--- config.mk ---
export PLATFORM = sky130hd
export DESIGN_NAME = mmvm_ctrl
export DESIGN_NICKNAME = d
export VERILOG_FILES = /design/src/rtl/mmvm_pkg.sv /design/src/rtl/mmvm_ctrl.sv
export SDC_FILE = /design/constraint.sdc
export NUM_CORES = 1
export LEC_CHECK = 0
export BUFFER_PORTS_ARGS = -buffer_cell sky130_fd_sc_hd__clkbuf_2
export CAP_MARGIN = 20
export CORE_MARGIN = 2
export CORE_UTILIZATION = 53
export CTS_BUF_LIST = sky130_fd_sc_hd__clkbuf_8
export DETAILED_ROUTE_END_ITERATION = 10
export PLACE_DENSITY = 0.95
export SYNTH_ARGS = -nofsm -noshare
export SYNTH_HDL_FRONTEND = slang
export SYNTH_SLANG_ARGS = --single-unit
--- constraint.sdc ---
create_clock -name clk -period 3.55 [get_ports clk]
set_input_delay 0.355 -clock clk [delete_from_list [all_inputs] [get_ports clk]]
set_output_delay 0.355 -clock clk [all_outputs]
set_load 0.02 [all_outputs]
--- src/rtl/mmvm_pkg.sv ---
// Package for the modular matrix-vector multiply block.
// Holds field widths, operation and register codes, and the controller/datapath structs.
// No dependencies.
`default_nettype none

package mmvm_pkg;

  localparam int VAL_W     = 32;   // field element width
  localparam int IDX_W     = 4;    // row / col index width
  localparam int DIM_W     = 5;    // dimension register width
  localparam int OP_W      = 2;    // operation field width
  localparam int PROD_W    = 2 * VAL_W;
  localparam int RCNT_W    = 7;    // reducer step counter, holds PROD_W
  localparam int CFG_IDX_W = 2;

  // steps of the bit-serial remainder unit
  localparam logic [RCNT_W-1:0] RED_LD_STEPS  = RCNT_W'(VAL_W);
  localparam logic [RCNT_W-1:0] RED_MUL_STEPS = RCNT_W'(PROD_W);

  // configuration register indexes
  localparam logic [CFG_IDX_W-1:0] CFG_PRIME = 2'd0;
  localparam logic [CFG_IDX_W-1:0] CFG_DIM   = 2'd1;

  localparam logic [VAL_W-1:0] PRIME_RST = 32'hFFFF_FFFB;
  localparam logic [DIM_W-1:0] DIM_RST   = 5'd16;

  typedef enum logic [OP_W-1:0] {
    OP_LD_MAT  = 2'd0,
    OP_LD_VEC  = 2'd1,
    OP_COMPUTE = 2'd2
  } op_t;

  // controller -> datapath
  typedef struct packed {
    logic             ld_start;   // latch value and address, start 32-step reduction
    logic             wr_mat;     // write reduced value to matrix store
    logic             wr_vec;     // write reduced value to vector store
    logic             mul_start;  // multiply read operands, start 64-step reduction
    logic             acc_clr;
    logic             acc_en;     // add remainder into accumulator mod p
    logic             emit;       // load output register from accumulator
    logic [IDX_W-1:0] row_idx;
    logic [IDX_W-1:0] col_idx;
    logic             last;
  } mmvm_cmd_t;

  // datapath -> controller
  typedef struct packed {
    logic red_done;
    logic out_free;
  } mmvm_sts_t;

endpackage

`default_nettype wire

--- src/rtl/mmvm_ctrl.sv ---
// Controller: sequences loads and the row/column walk of a compute transfer.
// Uses mmvm_pkg; drives the datapath through mmvm_cmd_t.
`default_nettype none

module mmvm_ctrl
  import mmvm_pkg::*;
#(
  parameter int MAX_DIM = 16
) (
  input  wire logic             clk,
  input  wire logic             rst_n,
  input  wire logic [DIM_W-1:0] dimension,
  input  wire logic             in_valid,
  output logic                  in_ready,
  input  wire logic [OP_W-1:0]  in_operation,
  input  wire logic [IDX_W-1:0] in_row,
  input  wire logic [IDX_W-1:0] in_col,
  input  wire mmvm_sts_t        sts,
  output mmvm_cmd_t             cmd
);

  localparam int DIM_CAP = (MAX_DIM < 16) ? MAX_DIM : 16;

  typedef enum logic [2:0] {
    S_IDLE,
    S_LRED,   // reducing a loaded value
    S_RD,     // store read in flight
    S_MUL,    // multiply operands
    S_CRED,   // reducing a product
    S_EMIT    // hand row result to output register
  } state_t;

  state_t           state_r, state_nxt;
  logic [IDX_W-1:0] i_r, i_nxt;
  logic [IDX_W-1:0] j_r, j_nxt;
  logic             tgt_vec_r, tgt_vec_nxt;
  logic [DIM_W-1:0] n_eff;
  logic [DIM_W-1:0] n_last;
  logic             mat_ok, vec_ok;

  // dimension saturated to what the stores and result count allow
  assign n_eff  = (dimension > DIM_W'(DIM_CAP)) ? DIM_W'(DIM_CAP) : dimension;
  assign n_last = n_eff - 1'b1;
  assign mat_ok = (int'(in_row) < MAX_DIM) && (int'(in_col) < MAX_DIM);
  assign vec_ok = (int'(in_row) < MAX_DIM);

  always_comb begin
    state_nxt   = state_r;
    i_nxt       = i_r;
    j_nxt       = j_r;
    tgt_vec_nxt = tgt_vec_r;
    in_ready    = 1'b0;
    cmd         = '0;
    cmd.row_idx = i_r;
    cmd.col_idx = j_r;
    cmd.last    = ({1'b0, i_r} == n_last);
    unique case (state_r)
      S_IDLE: begin
        in_ready = 1'b1;
        if (in_valid) begin
          unique case (op_t'(in_operation))
            OP_LD_MAT: begin
              if (mat_ok) begin
                cmd.ld_start = 1'b1;
                tgt_vec_nxt  = 1'b0;
                state_nxt    = S_LRED;
              end
            end
            OP_LD_VEC: begin
              if (vec_ok) begin
                cmd.ld_start = 1'b1;
                tgt_vec_nxt  = 1'b1;
                state_nxt    = S_LRED;
              end
            end
            OP_COMPUTE: begin
              if (n_eff != '0) begin
                cmd.acc_clr = 1'b1;
                i_nxt       = '0;
                j_nxt       = '0;
                state_nxt   = S_RD;
              end
            end
            default: ;
          endcase
        end
      end
      S_LRED: begin
        if (sts.red_done) begin
          cmd.wr_mat = !tgt_vec_r;
          cmd.wr_vec = tgt_vec_r;
          state_nxt  = S_IDLE;
        end
      end
      S_RD: begin
        state_nxt = S_MUL;
      end
      S_MUL: begin
        cmd.mul_start = 1'b1;
        state_nxt     = S_CRED;
      end
      S_CRED: begin
        if (sts.red_done) begin
          cmd.acc_en = 1'b1;
          if ({1'b0, j_r} == n_last) begin
            state_nxt = S_EMIT;
          end else begin
            j_nxt     = j_r + 1'b1;
            state_nxt = S_RD;
          end
        end
      end
      S_EMIT: begin
        if (sts.out_free) begin
          cmd.emit    = 1'b1;
          cmd.acc_clr = 1'b1;
          if (cmd.last) begin
            state_nxt = S_IDLE;
          end else begin
            i_nxt     = i_r + 1'b1;
            j_nxt     = '0;
            state_nxt = S_RD;
          end
        end
      end
      default: state_nxt = S_IDLE;
    endcase
  end

  // state and sequencing counters
  always_ff @(posedge clk) begin
    if (!rst_n) begin
      state_r   <= S_IDLE;
      i_r       <= '0;
      j_r       <= '0;
      tgt_vec_r <= 1'b0;
    end else begin
      state_r   <= state_nxt;
      i_r       <= i_nxt;
      j_r       <= j_nxt;
      tgt_vec_r <= tgt_vec_nxt;
    end
  end

endmodule

`default_nettype wire

Yosys cells after proc, flatten, opt, wreduce, memory -nomap -nowiden
Cells that the tools add are included.
{ "classes": {"multipliers": 0, "eq_ne": 19, "mux": 37, "div_mod_pow": 0, "order_cmp": 1, "bitwise_logic": 0, "shift": 0, "addsub": 3, "n_reduce_logical": 12} }
{ "ops": {"columns": ["cell", "count"], "rows": [
  ["$mux 4", 9],
  ["$mux 3", 6],
  ["$pmux 3 s6", 1],
  ["$ne 2x2->1 const B", 7],
  ["$mux 1", 12],
  ["$pmux 4 s3", 1],
  ["$reduce_and 6->1", 2],
  ["$eq 4x5->1", 2],
  ["$add 4x1->4 const B", 2],
  ["$pmux 4 s2", 1],
  ["$reduce_and 8->1", 1],
  ["$eq 3x2->1 const B", 2],
  ["$eq 3x3->1 const B", 2],
  ["$mux 2", 3],
  ["$pmux 3 s2", 1],
  ["$gt 5x5->1 const B", 1],
  ["$mux 5", 1],
  ["$reduce_bool 5->1", 1],
  ["$sub 5x1->5 const B", 1],
  ["$pmux 1 s2", 2],
  ["$reduce_bool 2->1", 2],
  ["$eq 3x1->1 const B", 1],
  ["$logic_not 3->1", 1],
  ["$ne 3x2->1 const B", 1],
  ["other kinds (9)", 9]
]} }
{ "totals": {"rom_bits": 0, "mem_count": 0, "elab_cells": 76, "register_bits": 12, "latch_bits": 0, "ramBits": 0} }

Depth between registers and ports, before layout
{ "depth": {"depth_word": 7, "ltp_mapped": 10, "ltp_nobuf": 8} }

Worst setup path after synthesis
No wires, ideal clock.
{ "synth_path": {"path_type": "input port to flip-flop", "startpoint": "input port dimension[4]", "endpoint": "register state_r[1]", "n_path_buf": 2, "stages": 10, "t_arrival_ns": 2.341, "path_slack_ns": 1.093, "setup_time_ns": 0.116, "cell_sequence": "clkbuf_1 or2b_1 ha_1 xnor2_1 or4_1 o211ai_1 and3_1 buf_6 mux2i_1 a31o_2"} }
{ "synth_lines": {"columns": ["item", "line_no", "text"], "rows": [
  ["start: declaration", "mmvm_ctrl.sv:12", "input wire logic [DIM_W-1:0] dimension,"],
  ["end signal: assignment", "mmvm_ctrl.sv:138", "state_r <= state_nxt;"],
  ["end: declaration", "mmvm_ctrl.sv:33", "state_t state_r, state_nxt;"]
]} }

==> results.md <==
- Register area: approximately 240 sq um
- Maximum VDD drop: 0.1892 mV
- Share of layout cells above drive strength 1: 24.12%
- Bufs on Longest Clock Path: 2
- Met3 usage: 3.681%
- Post-synth EDFFs: 0
- Critical R2R Launch: state_r[0]
- Clock Sinks: 12
- Routed vias: 1175
- GRT met1 Usage: around 28%
- Nets: 194
- Initial antenna violation count: 0
- Via-per-instance ratio: slightly below 6
- Seq pwr share: 35.6%
- Port Buffers: 28
- 1st-iter DRT viols: 26
- Area growth from synthesis to layout: 17.31%
- Outcome: completed
- Post-Synth Adder-Cell Area: ~3.5%
- Slew @ Worst Pin: 780.7 ps
- Commonest non-fill, non-tap cell in the layout: clkbuf_2
- Met2 GRT Util: 42.12%
- Avg Inst Size Synth: 7.430 sq um
- CTS resizes: 0
- Synth Area in Simple Gates: just under 40%
- Dpl cell area: 1209 sq um
- Compound-Gate Fraction of Synth Area: 18.47%
- Top-Level Pins: 37
- Switching share of power: about a third
- Post-synth cell types: 48
- Register-to-Register Path Depth: 6
- Diode count: 0
- Aggregate global-route resource usage: 23.91%
- WP data arrival: 2340 ps
- CTS tree: yes
- Clock skew: 3.364 ps
- HPWL Detailed: 2032 microns
- CTS Buf Count: 3
- DR WL/cell: 13.35 microns
- Final WL: 2630 microns
- Placer Congestion: 0.8355
- Comb pwr share: 26.8%
- Final setup fails: 0
- Crit start category: input pin
- Clock H-tree levels: 1
- FP Rows: 16
- First-pass GRT wire length: 4588 microns
- Clk Latency, worst-skew pair: about 250 ps
- Largest net degree at the start of global routing: 14
- Part of the cycle the worst path needs: 76.06%
- Die Width: 49.09 microns
- Max Freq: 370.4 MHz
- Slew headroom: 47.22%
- Die height: between 40 and 50 microns
- # DRC: 0
- Total setup buffers inserted after CTS: 0
- Synth Register Bits: 12
- Mapped Cells: about 150
- Root Buffer: clkbuf_8
- Fin Setup TNS: 0 ps
- CP max FO: 8
- Initial Util: 55.48%
- Register area share after synthesis: about 22%
- Post-synth ARST share: 0%
- Vias in the first global route: 1089
- Internal power: 0.0002794 W
- Worst EP required: 3190 ps
- ANT nets after route: 0
- Clock transition at path regs: 60 ps
- Final Max Slew Viols: 0
- Syn_nets: 168
- Post-synth top area share: 22.30%
- Area of the multi-input gates: 764.5 sq um
- Grt ovf: 0
- Min-Delay Path Class: input pin to flip-flop
- First-pass DRT Iterations: 4
- Final-report hold violation count: 0
- Most frequent cells in the layout: 28 x clkbuf_2, 17 x nand2_1, 12 x dfxtp_1, 10 x nor2_1, 8 x inv_1
- CP Class: input pin to primary output
- Worst Setup End Kind: primary output
- Min Tclk post-route: 2700 ps
- XOR/XNOR Fraction of Synth Area: 5.691%
- RSZ-0062 raised after global routing: false
- Hold_sp: in_operation[0]
- Mapped cell area: 1077 sq um
- Clock network power share: 37.7%
- Top cells by area, synth: dfxtp_1 22%, nand2_1 5.9%, xnor2_1 4.9%
- Die area: ~2400 sq um
- Max-cap viol count: 0
- Pwr dens: 329.6 nW/um^2
- Layout filler cell count: approximately 170
- Core Region: 1942 sq um
- Yosys warning count: 0
- P_sw: 0.0001371 W
- Mux contribution to synthesized area: about 4.6%
- Lkg Pwr: 0.5382 nW
- Hold_buf cts: 0
- Worst hold path depth: 3
- Final instance area: 1264 sq um
- Largest family of logic cells by synthesized area: simple AND/OR/NAND/NOR gates
- Main flop type after synthesis: dfxtp_1
- CP startpoint: dimension[0]
- Yosys top cell by area: dfxtp_1
- Grt peak-use layer: met2
-- power by group through the flow --
stage	Sequential (W)	Combinational, W	Clock, W
after floorplan	0.000145	0.0000873	0
after global placement	0.000150	0.000104	0
after detailed placement	0.000151	0.000110	0
after CTS	0.000148	0.000111	0.000157
after global routing	0.000150	0.000124	0.000166
final	0.000148	0.000111	0.000157
-- layout make-up --
| class | count | area share [%] |
|---|---|---|
| clock buffer | 4 | 4.356 |
| inverter | 8 | 2.376 |
| multi-input combinational | 118 | 60.50 |
| sequential | 12 | 19.01 |
| tap | 27 | 2.673 |
| timing repair buffer | 28 | 11.09 |
-- worst paths after layout --
check,to,slack [ps]
worst max-delay path,cmd[0],850
worst min-delay path,tgt_vec_r,390
worst max register to register,i_r[3],1420
worst min register to register,tgt_vec_r,530
-- worst max-delay path, stage by stage --
cell and delay (ps):
clkbuf_2 150, or2b_1 260, ha_1 270, xnor2_1 190, or4_1 480, o211ai_1 140
and3_1 300, clkbuf_2 210
-- cells in the mapped netlist (2+ instances only) --
cell type	count
o21ai_0	3
nand2_1	17
xnor2_1	6
clkbuf_1	4
nand4b_1	2
mux2i_1	5
and2_1	2
nor3_1	5
dfxtp_1	12
nor2_1	10
nand2b_1	5
nor4_1	3
ha_1	3
nand4_1	2
a31oi_1	2
a21oi_1	7
inv_1	8
buf_6	2
nand3b_1	3
nor2b_1	5
and3_1	2
nand3_1	4
or3_1	4
o211ai_1	3
nor3b_1	2
o21ai_1	2
-- registers in the layout, summed over array words and instances, names as in the netlist --
name / flops
tgt_vec_r: 1
state_r: 3
i_r: 4
j_r: 4
-- per-stage QoR --
stage | hold WS (ps) | power [W] | setup slack [ps] | instances | util [%]
floorplan | 484.5 | 0.0002321 | 1093 | 145 | -
global placement | 496.0 | 0.0002547 | 889.2 | 193 | 62.24
detailed placement | 510.4 | 0.0002605 | 863.1 | 193 | 62.24
CTS | 389.6 | 0.0004162 | 842.2 | 197 | 65.08
global route | 452.6 | 0.0004399 | 702.2 | 197 | 65.08
finish | 392.1 | 0.0004165 | 850.0 | 197 | 65.08
-- per-layer routing --
layer / wire, microns / vias to the layer above
met4: 55 / 0
met5: 0 / -
met1: 1118 / 566
met3: 118 / 7
met2: 1338 / 29
li1: - / 573
-- kinds of logic (layout without fill, tap and decap cells) --
kind of cell | count (synthesis) | after routing
muxes | 5 | 5
DFF | 12 | 12
adders and majority gates | 3 | 3
and+or+nand+nor | 74 | 74
buffers and inverters | 15 | 40
AOI/OAI and AO/OA | 29 | 29
xor gates and xnor gates | 7 | 7
No activity file was read; power rests on OpenSTA's default activity.
